<file path="src/rtl/bgpasp_pkg.sv">
// Package with the parse phases, attribute codes and phase helpers of the AS_PATH parser.
`default_nettype none

package bgpasp_pkg;

  localparam logic [7:0] ATTR_FLAG_EXTLEN    = 8'h10;
  localparam logic [7:0] ATTR_AS_PATH        = 8'd2;
  localparam logic [7:0] SEG_AS_SET          = 8'd1;
  localparam logic [7:0] SEG_AS_SEQUENCE     = 8'd2;
  localparam logic [7:0] SEG_CONFED_SEQUENCE = 8'd3;
  localparam logic [7:0] SEG_CONFED_SET      = 8'd4;

  typedef enum logic [3:0] {
    PH_IDLE,
    PH_LEN_LO,
    PH_FLAG,
    PH_TYPE,
    PH_ALEN_HI,
    PH_ALEN_LO,
    PH_SKIP,
    PH_SEG_TYPE,
    PH_SEG_COUNT,
    PH_SEG_NUM,
    PH_DONE
  } phase_t;

  // A further attribute needs at least a flag, a type and a length byte.
  function automatic phase_t next_attr_phase(input logic [15:0] blk);
    next_attr_phase = (blk >= 16'd3) ? PH_FLAG : PH_DONE;
  endfunction

  function automatic phase_t skip_rest_phase(input logic [15:0] vr, input logic [15:0] blk);
    skip_rest_phase = (vr == 16'd0) ? next_attr_phase(blk) : PH_SKIP;
  endfunction

  function automatic phase_t next_seg_phase(input logic [15:0] vr, input logic [15:0] blk);
    if (vr == 16'd0) begin
      next_seg_phase = next_attr_phase(blk);
    end else if (vr < 16'd2) begin
      next_seg_phase = PH_SKIP;
    end else begin
      next_seg_phase = PH_SEG_TYPE;
    end
  endfunction

endpackage

`default_nettype wire

</file>
<file path="src/rtl/bgp_as_path_attribute_parser.sv">
// Top level of the AS_PATH parser: byte parser, path store memory and result read-out.
`default_nettype none

// Channel   Beat                                                   Handshake
// byte      data_byte, first_of_record, end_of_record, as_four_bytes  byte_valid / byte_stall
// result    path_found, as_number, path_index, path_length, last   result_valid / result_stall
//
// Each byte beat is parsed as it is accepted, so bytes stream at one per cycle while byte_stall is low.
// After an end byte with N stored AS numbers, N result beats leave at one per cycle from
// the store's read port while result_stall is low; bytes stall until the read-out ends.
// An empty path gives one not-found beat on the next cycle. An end byte also stalls
// while a result beat is held by result_stall.
// Reset clears parser and read-out state; the path store is read only where written.
module bgp_as_path_attribute_parser
  import bgpasp_pkg::*;
#(
  parameter int PATH_DEPTH = 32
) (
  input  wire logic        clk,
  input  wire logic        rst,
  input  wire logic        byte_valid,
  output logic             byte_stall,
  input  wire logic [7:0]  data_byte,
  input  wire logic        first_of_record,
  input  wire logic        end_of_record,
  input  wire logic        as_four_bytes,
  output logic             result_valid,
  input  wire logic        result_stall,
  output logic             path_found,
  output logic [31:0]      as_number,
  output logic [4:0]       path_index,
  output logic [4:0]       path_length,
  output logic             last
);

  localparam int AW = (PATH_DEPTH > 1) ? $clog2(PATH_DEPTH) : 1;

  phase_t          phase, phase_next;
  logic [15:0]     block_remaining, block_remaining_next;
  logic [15:0]     value_remaining, value_remaining_next;
  logic [7:0]      segment_remaining, segment_remaining_next;
  logic [7:0]      attribute_kind, attribute_kind_next;
  logic            extended_length, extended_length_next;
  logic [7:0]      segment_kind, segment_kind_next;
  logic [1:0]      byte_in_number, byte_in_number_next;
  logic [31:0]     number_accumulator, number_accumulator_next;
  logic            wide_numbers, wide_numbers_next;
  logic [AW-1:0]   path_count, path_count_next;
  logic [AW-1:0]   pending_count, pending_count_next;

  logic [31:0]     path_store [PATH_DEPTH];
  logic            store_we;
  logic [AW-1:0]   store_addr;
  logic [31:0]     store_wdata;

  logic            draining;
  logic [AW-1:0]   rd_idx;
  logic            s1_valid;
  logic [AW-1:0]   s1_idx;
  logic [31:0]     rd_data;
  logic            issue;
  logic            out_free;
  logic [AW-1:0]   last_idx;
  logic [6:0]      idx_ext;
  logic [6:0]      len_ext;

  logic            byte_acc;
  logic            rec_end;
  logic            found;
  logic [15:0]     br_type;
  logic [15:0]     br_len;
  logic [15:0]     alen_val;
  logic [15:0]     br_value;
  logic            overrun;
  logic [15:0]     vr_dec;
  logic [9:0]      seg_bytes;
  logic            too_big;
  logic            confed;
  logic            known;
  logic [8:0]      pc_sum;
  logic            overflow;
  logic            count_ok;
  logic            num_done;
  logic [AW-1:0]   pending_after;
  logic [AW-1:0]   commit_sum;
  logic [7:0]      seg_rem_dec;

  assign byte_acc   = byte_valid && !byte_stall;
  assign out_free   = !result_valid || !result_stall;
  assign byte_stall = draining || s1_valid || (result_valid && result_stall && end_of_record);

  assign br_type    = block_remaining - 16'd2;
  assign br_len     = block_remaining - 16'd1;
  assign alen_val   = {extended_length ? value_remaining[15:8] : 8'h00, data_byte};
  assign br_value   = br_len - alen_val;
  assign overrun    = br_len < alen_val;
  assign vr_dec     = value_remaining - 16'd1;
  assign seg_bytes  = wide_numbers ? {data_byte, 2'b00} : {1'b0, data_byte, 1'b0};
  assign too_big    = {6'd0, seg_bytes} > vr_dec;
  assign confed     = (segment_kind == SEG_CONFED_SEQUENCE) || (segment_kind == SEG_CONFED_SET);
  assign known      = (segment_kind == SEG_AS_SET) || (segment_kind == SEG_AS_SEQUENCE);
  assign pc_sum     = 9'(path_count) + {1'b0, data_byte};
  assign overflow   = pc_sum >= 9'(PATH_DEPTH);
  assign count_ok   = !too_big && (confed || (known && !overflow));
  assign num_done   = byte_in_number == (wide_numbers ? 2'd3 : 2'd1);
  assign pending_after = confed ? pending_count : pending_count + AW'(1);
  assign commit_sum = path_count + pending_after;
  assign seg_rem_dec = segment_remaining - 8'd1;

  assign store_addr  = path_count + pending_count;
  assign store_wdata = {number_accumulator[23:0], data_byte};

  assign rec_end = byte_acc && end_of_record && (first_of_record || phase != PH_IDLE);
  assign found   = path_count_next != '0;

  always_comb begin
    phase_next = phase;
    if (byte_acc) begin
      if (first_of_record) begin
        phase_next = PH_LEN_LO;
      end else begin
        case (phase)
          PH_LEN_LO: begin
            phase_next = next_attr_phase(block_remaining | {8'h00, data_byte});
          end
          PH_FLAG: begin
            phase_next = PH_TYPE;
          end
          PH_TYPE: begin
            if (extended_length) begin
              phase_next = (br_type < 16'd2) ? PH_DONE : PH_ALEN_HI;
            end else begin
              phase_next = PH_ALEN_LO;
            end
          end
          PH_ALEN_HI: begin
            phase_next = PH_ALEN_LO;
          end
          PH_ALEN_LO: begin
            if (overrun) begin
              phase_next = PH_DONE;
            end else if (attribute_kind == ATTR_AS_PATH) begin
              phase_next = next_seg_phase(alen_val, br_value);
            end else begin
              phase_next = skip_rest_phase(alen_val, br_value);
            end
          end
          PH_SKIP: begin
            phase_next = (vr_dec == 16'd0) ? next_attr_phase(block_remaining) : PH_SKIP;
          end
          PH_SEG_TYPE: begin
            phase_next = PH_SEG_COUNT;
          end
          PH_SEG_COUNT: begin
            if (!count_ok) begin
              phase_next = skip_rest_phase(vr_dec, block_remaining);
            end else if (data_byte == 8'd0) begin
              phase_next = next_seg_phase(vr_dec, block_remaining);
            end else begin
              phase_next = PH_SEG_NUM;
            end
          end
          PH_SEG_NUM: begin
            if (num_done && seg_rem_dec == 8'd0) begin
              phase_next = next_seg_phase(vr_dec, block_remaining);
            end
          end
          default: begin
            phase_next = phase;
          end
        endcase
      end
      if (end_of_record) begin
        phase_next = PH_IDLE;
      end
    end
  end

  always_comb begin
    block_remaining_next    = block_remaining;
    value_remaining_next    = value_remaining;
    segment_remaining_next  = segment_remaining;
    attribute_kind_next     = attribute_kind;
    extended_length_next    = extended_length;
    segment_kind_next       = segment_kind;
    byte_in_number_next     = byte_in_number;
    number_accumulator_next = number_accumulator;
    wide_numbers_next       = wide_numbers;
    path_count_next         = path_count;
    pending_count_next      = pending_count;
    store_we                = 1'b0;
    if (byte_acc) begin
      if (first_of_record) begin
        block_remaining_next    = {data_byte, 8'h00};
        value_remaining_next    = '0;
        segment_remaining_next  = '0;
        attribute_kind_next     = '0;
        extended_length_next    = 1'b0;
        segment_kind_next       = '0;
        byte_in_number_next     = '0;
        number_accumulator_next = '0;
        wide_numbers_next       = as_four_bytes;
        path_count_next         = '0;
        pending_count_next      = '0;
      end else begin
        case (phase)
          PH_LEN_LO: begin
            block_remaining_next = block_remaining | {8'h00, data_byte};
          end
          PH_FLAG: begin
            extended_length_next = (data_byte & ATTR_FLAG_EXTLEN) != 8'h00;
          end
          PH_TYPE: begin
            attribute_kind_next  = data_byte;
            block_remaining_next = br_type;
          end
          PH_ALEN_HI: begin
            value_remaining_next = {data_byte, 8'h00};
            block_remaining_next = br_len;
          end
          PH_ALEN_LO: begin
            value_remaining_next = alen_val;
            block_remaining_next = overrun ? br_len : br_value;
            if (!overrun && attribute_kind == ATTR_AS_PATH) begin
              path_count_next    = '0;
              pending_count_next = '0;
            end
          end
          PH_SKIP: begin
            value_remaining_next = vr_dec;
          end
          PH_SEG_TYPE: begin
            segment_kind_next    = data_byte;
            value_remaining_next = vr_dec;
          end
          PH_SEG_COUNT: begin
            value_remaining_next = vr_dec;
            if (count_ok && data_byte != 8'd0) begin
              segment_remaining_next  = data_byte;
              byte_in_number_next     = '0;
              number_accumulator_next = '0;
              pending_count_next      = '0;
            end
          end
          PH_SEG_NUM: begin
            value_remaining_next = vr_dec;
            if (num_done) begin
              store_we                = !confed;
              number_accumulator_next = '0;
              byte_in_number_next     = '0;
              segment_remaining_next  = seg_rem_dec;
              pending_count_next      = pending_after;
              if (seg_rem_dec == 8'd0) begin
                path_count_next    = commit_sum;
                pending_count_next = '0;
              end
            end else begin
              number_accumulator_next = store_wdata;
              byte_in_number_next     = byte_in_number + 2'd1;
            end
          end
          default: begin
            block_remaining_next = block_remaining;
          end
        endcase
      end
    end
  end

  always_ff @(posedge clk) begin
    if (rst) begin
      phase              <= PH_IDLE;
      block_remaining    <= '0;
      value_remaining    <= '0;
      segment_remaining  <= '0;
      attribute_kind     <= '0;
      extended_length    <= 1'b0;
      segment_kind       <= '0;
      byte_in_number     <= '0;
      number_accumulator <= '0;
      wide_numbers       <= 1'b0;
      path_count         <= '0;
      pending_count      <= '0;
    end else begin
      phase              <= phase_next;
      block_remaining    <= block_remaining_next;
      value_remaining    <= value_remaining_next;
      segment_remaining  <= segment_remaining_next;
      attribute_kind     <= attribute_kind_next;
      extended_length    <= extended_length_next;
      segment_kind       <= segment_kind_next;
      byte_in_number     <= byte_in_number_next;
      number_accumulator <= number_accumulator_next;
      wide_numbers       <= wide_numbers_next;
      path_count         <= path_count_next;
      pending_count      <= pending_count_next;
    end
  end

  always_ff @(posedge clk) begin
    if (store_we) begin
      path_store[store_addr] <= store_wdata;
    end
  end

  always_ff @(posedge clk) begin
    if (issue) begin
      rd_data <= path_store[rd_idx];
    end
  end

  assign issue    = draining && (!s1_valid || out_free);
  assign last_idx = path_count - AW'(1);

  always_ff @(posedge clk) begin
    if (rst) begin
      draining <= 1'b0;
      rd_idx   <= '0;
      s1_valid <= 1'b0;
      s1_idx   <= '0;
    end else begin
      if (rec_end && found) begin
        draining <= 1'b1;
        rd_idx   <= '0;
      end else if (issue) begin
        rd_idx <= rd_idx + AW'(1);
        if (rd_idx == last_idx) begin
          draining <= 1'b0;
        end
      end
      if (issue) begin
        s1_valid <= 1'b1;
        s1_idx   <= rd_idx;
      end else if (out_free) begin
        s1_valid <= 1'b0;
      end
    end
  end

  assign idx_ext = 7'(s1_idx);
  assign len_ext = 7'(path_count);

  always_ff @(posedge clk) begin
    if (rst) begin
      result_valid <= 1'b0;
    end else if (out_free) begin
      result_valid <= s1_valid || (rec_end && !found);
    end
  end

  always_ff @(posedge clk) begin
    if (out_free) begin
      if (s1_valid) begin
        path_found  <= 1'b1;
        as_number   <= rd_data;
        path_index  <= idx_ext[4:0];
        path_length <= len_ext[4:0];
        last        <= s1_idx == last_idx;
      end else if (rec_end && !found) begin
        path_found  <= 1'b0;
        as_number   <= '0;
        path_index  <= '0;
        path_length <= '0;
        last        <= 1'b1;
      end
    end
  end

`ifndef SYNTHESIS
  a_no_byte_while_draining: assert property (@(posedge clk) disable iff (rst)
    (draining || s1_valid) |-> !byte_acc)
    else $error("byte beat accepted during path read-out");

  a_no_write_while_draining: assert property (@(posedge clk) disable iff (rst)
    store_we |-> (!draining && !s1_valid))
    else $error("path store written during read-out");

  a_last_matches_length: assert property (@(posedge clk) disable iff (rst)
    (result_valid && path_found && last) |-> (path_index + 5'd1 == path_length))
    else $error("last beat does not close the path");

  a_not_found_beat: assert property (@(posedge clk) disable iff (rst)
    (result_valid && !path_found) |-> (last && as_number == 32'd0 && path_length == 5'd0))
    else $error("malformed not-found beat");

  a_drain_starts_empty: assert property (@(posedge clk) disable iff (rst)
    $rose(draining) |-> (rd_idx == '0 && path_count != '0))
    else $error("read-out started with bad index or empty path");
`endif

endmodule

`default_nettype wire

</file>
<file path="config.mk">
export PLATFORM = sky130hd
export DESIGN_NAME = bgp_as_path_attribute_parser
export DESIGN_NICKNAME = d
export VERILOG_FILES = /design/src/rtl/bgpasp_pkg.sv /design/src/rtl/bgp_as_path_attribute_parser.sv
export SDC_FILE = /design/constraint.sdc
export NUM_CORES = 2
export LEC_CHECK = 0
export BUFFER_PORTS_ARGS = -buffer_cell sky130_fd_sc_hd__buf_4
export CAP_MARGIN = 10
export CORE_ASPECT_RATIO = 0.6
export CORE_UTILIZATION = 55
export DETAILED_ROUTE_END_ITERATION = 7
export PLACE_DENSITY = 0.71
export SLEW_MARGIN = 40
export SYNTH_ARGS = -nofsm -noshare
export SYNTH_HDL_FRONTEND = slang
export SYNTH_SLANG_ARGS = --single-unit
</file>
<file path="constraint.sdc">
create_clock -name clk -period 8.15 [get_ports clk]
set_input_delay 0.4075 -clock clk [delete_from_list [all_inputs] [get_ports clk]]
set_output_delay 0.4075 -clock clk [all_outputs]
set_load 0.02 [all_outputs]
</file>
# Word-level counts from Yosys, hierarchy flattened
# Memories as Yosys holds them, arrays and structs flattened. A register that Yosys moved wholly into a read port is not among the register bits.
# Index checks and enable logic that the tools add are counted.
# word_totals
elab_cells	207
ram_bits	1024
in_bits	15
output_inout_bits	46
reg_bits	155
mem_count	1
# op_classes
magnitude_cmp	9
n_bitwise	1
add_sub_neg	12
n_eq_ne	21
muxes	77
n_reduce_logical	64
# memory_table
memory	depth	word_bits	rd	rd_ports_with_merged_regs	wr	line	source
path_store	32	32	1	1	1	bgp_as_path_attribute_parser.sv:51	logic [31:0] path_store [PATH_DEPTH];
# op_table
operator	n
24-bit two-way mux	3
5-bit two-way mux	14
32-bit two-way mux	2
4-bit two-way mux	16
8-bit two-way mux	8
16-bit case mux with 4 select lines	1
16-bit by 2-bit greater-or-equal comparator with 1-bit output (second input constant)	3
16-bit by 2-bit < comparator with 1-bit output (second input constant)	3
16-bit two-way mux	3
16-bit case mux with 3 select lines	1
24-bit case mux with 2 select lines	1
4-bit case mux with 9 select lines	1
16-bit logical NOT	2
16-bit by 1-bit subtractor with 16-bit output (second input constant)	2
8-bit by 2-bit == test with 1-bit output (second input constant)	3
1-bit two-way mux	18
4-bit by 3-bit == test with 1-bit output (second input constant)	4
10-bit by 16-bit > comparator with 1-bit output	1
8-bit logical NOT	2
16-bit < comparator	1
16-bit by 8-bit OR with 16-bit output	1
8-bit case mux with 2 select lines	1
2-bit AND reduction	8
16-bit subtractor	1
36 further kinds	84

# Depth between registers and ports, before layout
# logic_depth
depth_word	14
ltp_mapped	18
depth_no_buf	17

# Worst setup path after synthesis
# Ideal clock, no wire load.
# synth_timing
path_kind	register to register
from	reg block_remaining[1]
to	reg as_number[0] (enable)
arrival_ps	6132
path_stages_with_launch	18
setup_ps	460
required_time_ps	7690
n_path_buf	0
period_less_slack_ps	6593
setup_slack_ps	1557
path_cell_list	dfxtp_1 inv_1 ha_1 or3b_2 nor4_1 nand2_1 nor2_1 xor2_1 ha_1 nor3_1 nor3b_1 o21ai_0 o31ai_4 a211oi_1 a211o_1 nor4_4 a21oi_1 a21oi_1
# synth_via
elab_chain_cells	13
# synth_rtl
element	line	source
start: declaration	bgp_as_path_attribute_parser.sv:39	logic [15:0] block_remaining, block_remaining_next;
start signal: assignment	bgp_as_path_attribute_parser.sv:286	block_remaining <= block_remaining_next;
16-bit by 1-bit subtractor with 16-bit output	bgp_as_path_attribute_parser.sv:93	assign br_len = block_remaining - 16'd1;
16-bit < comparator	bgp_as_path_attribute_parser.sv:96	assign overrun = br_len < alen_val;
1-bit logical NOT	bgp_as_path_attribute_parser.sv:224	if (!overrun && attribute_kind == ATTR_AS_PATH) begin
1-bit logical AND	bgp_as_path_attribute_parser.sv:224	
5-bit two-way mux	bgp_as_path_attribute_parser.sv:224	
5-bit case mux with 2 select lines	bgp_as_path_attribute_parser.sv:206	case (phase)
5-bit two-way mux	bgp_as_path_attribute_parser.sv:193	if (first_of_record) begin
5-bit two-way mux	bgp_as_path_attribute_parser.sv:192	if (byte_acc) begin
5-bit nonzero test	bgp_as_path_attribute_parser.sv:114	assign found = path_count_next != '0;
1-bit logical NOT	bgp_as_path_attribute_parser.sv:359	end else if (rec_end && !found) begin
1-bit logical AND	bgp_as_path_attribute_parser.sv:359	
2-bit nonzero test (no line)	--	
2-bit AND reduction (no line)	--	
end signal: assignment	bgp_as_path_attribute_parser.sv:355	as_number <= rd_data;
end: declaration	bgp_as_path_attribute_parser.sv:30	output logic [31:0] as_number,
# No other way between the ends.
# A chain may end at the register's enable or synchronous reset.

# Final worst setup path
# layout_timing
from	reg block_remaining[1]
to	reg as_number[14] (enable)
# The elaborated chain is that of the path after synthesis.

==> impl_metrics.csv <==
group,metric,value,unit
die,core_area,0.0899,mm2
sta,finalCritPeriodShare,80.9,%
hold_path,min_path_type,"input port to flip-flop",
sta,setup_viol,0,
placed_design,place_hpwl,70900,um
finish,num_antenna_cells,0,
detailed_routing,firstDrtPassIters,6,
cts,cts_buffers,106,
yosys,syn_avg_cell_area,18.0,um2
setup_path,cp_common_cell,"ha_1",
pwr,total_leakage_power,16.9,nW
detailed_routing,vias,27500,
setup_path,cpLargestDelayFamily,"simple AND/OR/NAND/NOR gates",
setup_path,crit_fanout,44,
sta,final_max_slew_viol_count,0,
setup_path,slowest_delay,0.65,ns
cts,clockBufferDepth,3,
die,rows,85,
yosys,synthTopCellsByArea,"edfxtp_1 (66%), mux4_2 (14%), dfxtp_1 (4.4%)",
cts,root_buffer,"clkbuf_16",
finish,area_growth,11.6,%
cts,cts_sinks,1211,
finish,fill_cells,6134,
global_routing,grt_pass1_wl,184000,um
sta,clock_skew,0.0375,ns
detailed_routing,routedWlPerCell,30.4,um
setup_path,crit_chain,"inv_1, ha_1, or3b_2, nor4_1, nand2_1, nor2_1, xor2_1, ha_1, nor3_1, nor3b_1, o21ai_0, o31ai_4, a211oi_1, a211o_1, nor4_4, a21oi_1, a21oi_4, buf_4",
detailed_routing,drt-initial-drc-count,3713,
sta,fin_tns_setup,0,ns
yosys,yosys_most_used_dff,"edfxtp_1",
cts,tritoncts,"yes",
yosys,syn_nets,2852,
sta,worst_pin_slew,0.924,ns
setup_path,crit_buf_inv,2,
finish,finish.utilization,62.1,%
global_routing,grt_pass1_vias,26900,
placed_design,gp_congestion,0.931,
sta,hold_viol,0,
sta,slew_headroom,37.8,%
yosys,ys_warn_count,0,
detailed_routing,vias_per_cell,6.59,
cts,htree_levels,3,
die,die_w,391,um
global_routing,grt_max_degree,92,
setup_path,crit_type,"flip-flop to flip-flop",
run,max_cap_violations,0,
sta,fmaxAchievable,152,MHz
yosys,synth_most_common_cell,"edfxtp_1",
cts,clock_latency,0.71,ns
yosys,yosys.area.top_type,"edfxtp_1",
pwr,ir_drop,0.211,mV
global_routing,antenna_found_initial,2,
setup_path,cpMaxStageDelayCell,"buf_4",
global_routing,grtUsageTotal,27.8,%
outcome,status,"complete, no violations",
yosys,netlist.area_leader.share,66.1,%
die,ioPinCount,61,
yosys,synth-seq-cells,1211,
pwr,p_per_area,222,mW/mm2
yosys,ys_seq_area_share,70.5,%
yosys,ys_types,91,
placed_design,port_buffers,60,
yosys,syn-instance-count,2784,
setup_path,worstPathRequired,8.45,ns
cts,clk_pin_slew,0.07,ns
sta,rsz0062_at_grt,"false",
setup_path,end_kind,"flip-flop",
die,die_y,236,um
detailed_routing,ant_nets,0,
finish,fin_nets,2928,
detailed_routing,drc_errors,0,
setup_path,start_kind,"flip-flop",
yosys,syn_area,0.0500,mm2
yosys,synth_async_sr_flop_share,0,%
sta,layout_min_cycle_time,6.59,ns
detailed_routing,wirelength,127000,um
yosys,synth_common_cells,"edfxtp_1 (1,100), mux4_2 (320), nor2_1 (154)",
setup_path,cp.arrival,6.89,ns
yosys,synth-edff-count,1100,
die,start_util,55.6,%
global_routing,gr-total-overflow,0,
die,dieArea,0.0921,mm2
finish,drive_gt1_share,25.2,%
placed cells by master (no fill, tap or decap), types with 26 or more instances in the layout:
master	n
edfxtp_1	1100
mux4_2	320
nand2_1	148
nor2_1	119
buf_4	109
clkbuf_16	107
a21oi_1	105
dfxtp_1	80
o21ai_0	79
ha_1	49
and2_1	46
inv_1	45
xnor2_1	42
nor3_1	42
xor2_1	36
mux2_2	32
nor2_4	32
a22oi_1	30
nand3_1	28
dfxtp_2	26
cells by family after synthesis:
logic type	share of synthesized area, %
AO/OA/AOI/OAI	4.49
XOR/XNOR	1.41
adder cells (fa/ha/maj)	1.39
buffers and inverters	1.63
flip-flops	70.5
multiplexers	15.3
AND/OR/NAND/NOR	5.31
path summary, 6_finish.rpt:
| path | start | end | slack [ns] | cells after the start |
|---|---|---|---|---|
| worst max register to register | block_remaining[1]$_SDFFE_PP0P_ | as_number[14]$_SDFFCE_PN0P_ | 1.56 | 18 |
| worst min register to register | rd_idx[4]$_SDFFE_PP0P_ | s1_idx[4]$_SDFFE_PP0P_ | 0.48 | 2 |
| worst min-delay path | rst | pending_count[2]$_SDFFE_PP0P_ | 0.19 | 2 |
| worst max-delay path | block_remaining[1]$_SDFFE_PP0P_ | as_number[14]$_SDFFCE_PN0P_ | 1.56 | 18 |
worst register-to-register path, delay by kind of cell, from the launching register on:
family	cells	cell delay (ns)
simple gates	7	2.36
compound gates	6	1.71
buf+inv	2	0.85
fa+ha+maj	2	0.59
flops	1	0.39
xor+xnor	1	0.24
repair_timing:
action	CTS	global route
resized for setup	0	0
endpoints found under the setup margin	0	0
endpoints found under the hold margin	3	0
setup buffers	0	0
hold buffers	3	0
metal layers:
metal | track usage (%) | vias up | share of wire (%)
met4 | 6.55 | 0 | 2.0
met1 | 43.9 | 14300 | 43
met5 | 0 | - | 0
met2 | 39.8 | 1623 | 44
li1 | - | 11400 | -
met3 | 5.83 | 171 | 11
power by group:
part           leakage [nW]  switching (mW)  total (mW)  internal, mW
Sequential             10.7          0.0383        6.76          6.73
Combinational          4.55           0.358       0.524         0.165
Clock                  1.72            2.27        5.11          2.85
metrics by stage:
step                      area [um2]  setup WS, ns  power (mW)  hold WS, ns  std cells
final                          55800          1.56        12.4        0.190       4171
after global routing           55800          1.10        12.7        0.191       4171
after CTS                      55800          1.73        12.4        0.152       4171
after detailed placement       52200          1.78        7.41        0.479       3967
after global placement         52000          1.72        7.41        0.467       3961
after floorplan                50000          1.56        7.23        0.406       2784
sequential cells by signal, indices dropped and copies added (netlist names), 2 cells and up:
name                flops
value_remaining        16
segment_kind            8
rd_idx                  5
path_store           1024
byte_in_number          2
segment_remaining       8
path_length             5
s1_idx                  5
path_count              5
attribute_kind          8
number_accumulator     24
as_number              32
rd_data                32
path_index              5
block_remaining        16
pending_count           5
phase                   4
area by class of cell:
class,count,area [um2],area share (%)
flip-flops and latches,1211,35300,63.3
well taps,1218,1520,2.73
multi-input cells,1373,14200,25.5
inverters,46,173,0.309
clock inverters,65,667,1.20
clock buffers,136,2860,5.13
repair buffers,122,1060,1.90
Power figures use the tool's default switching activity.
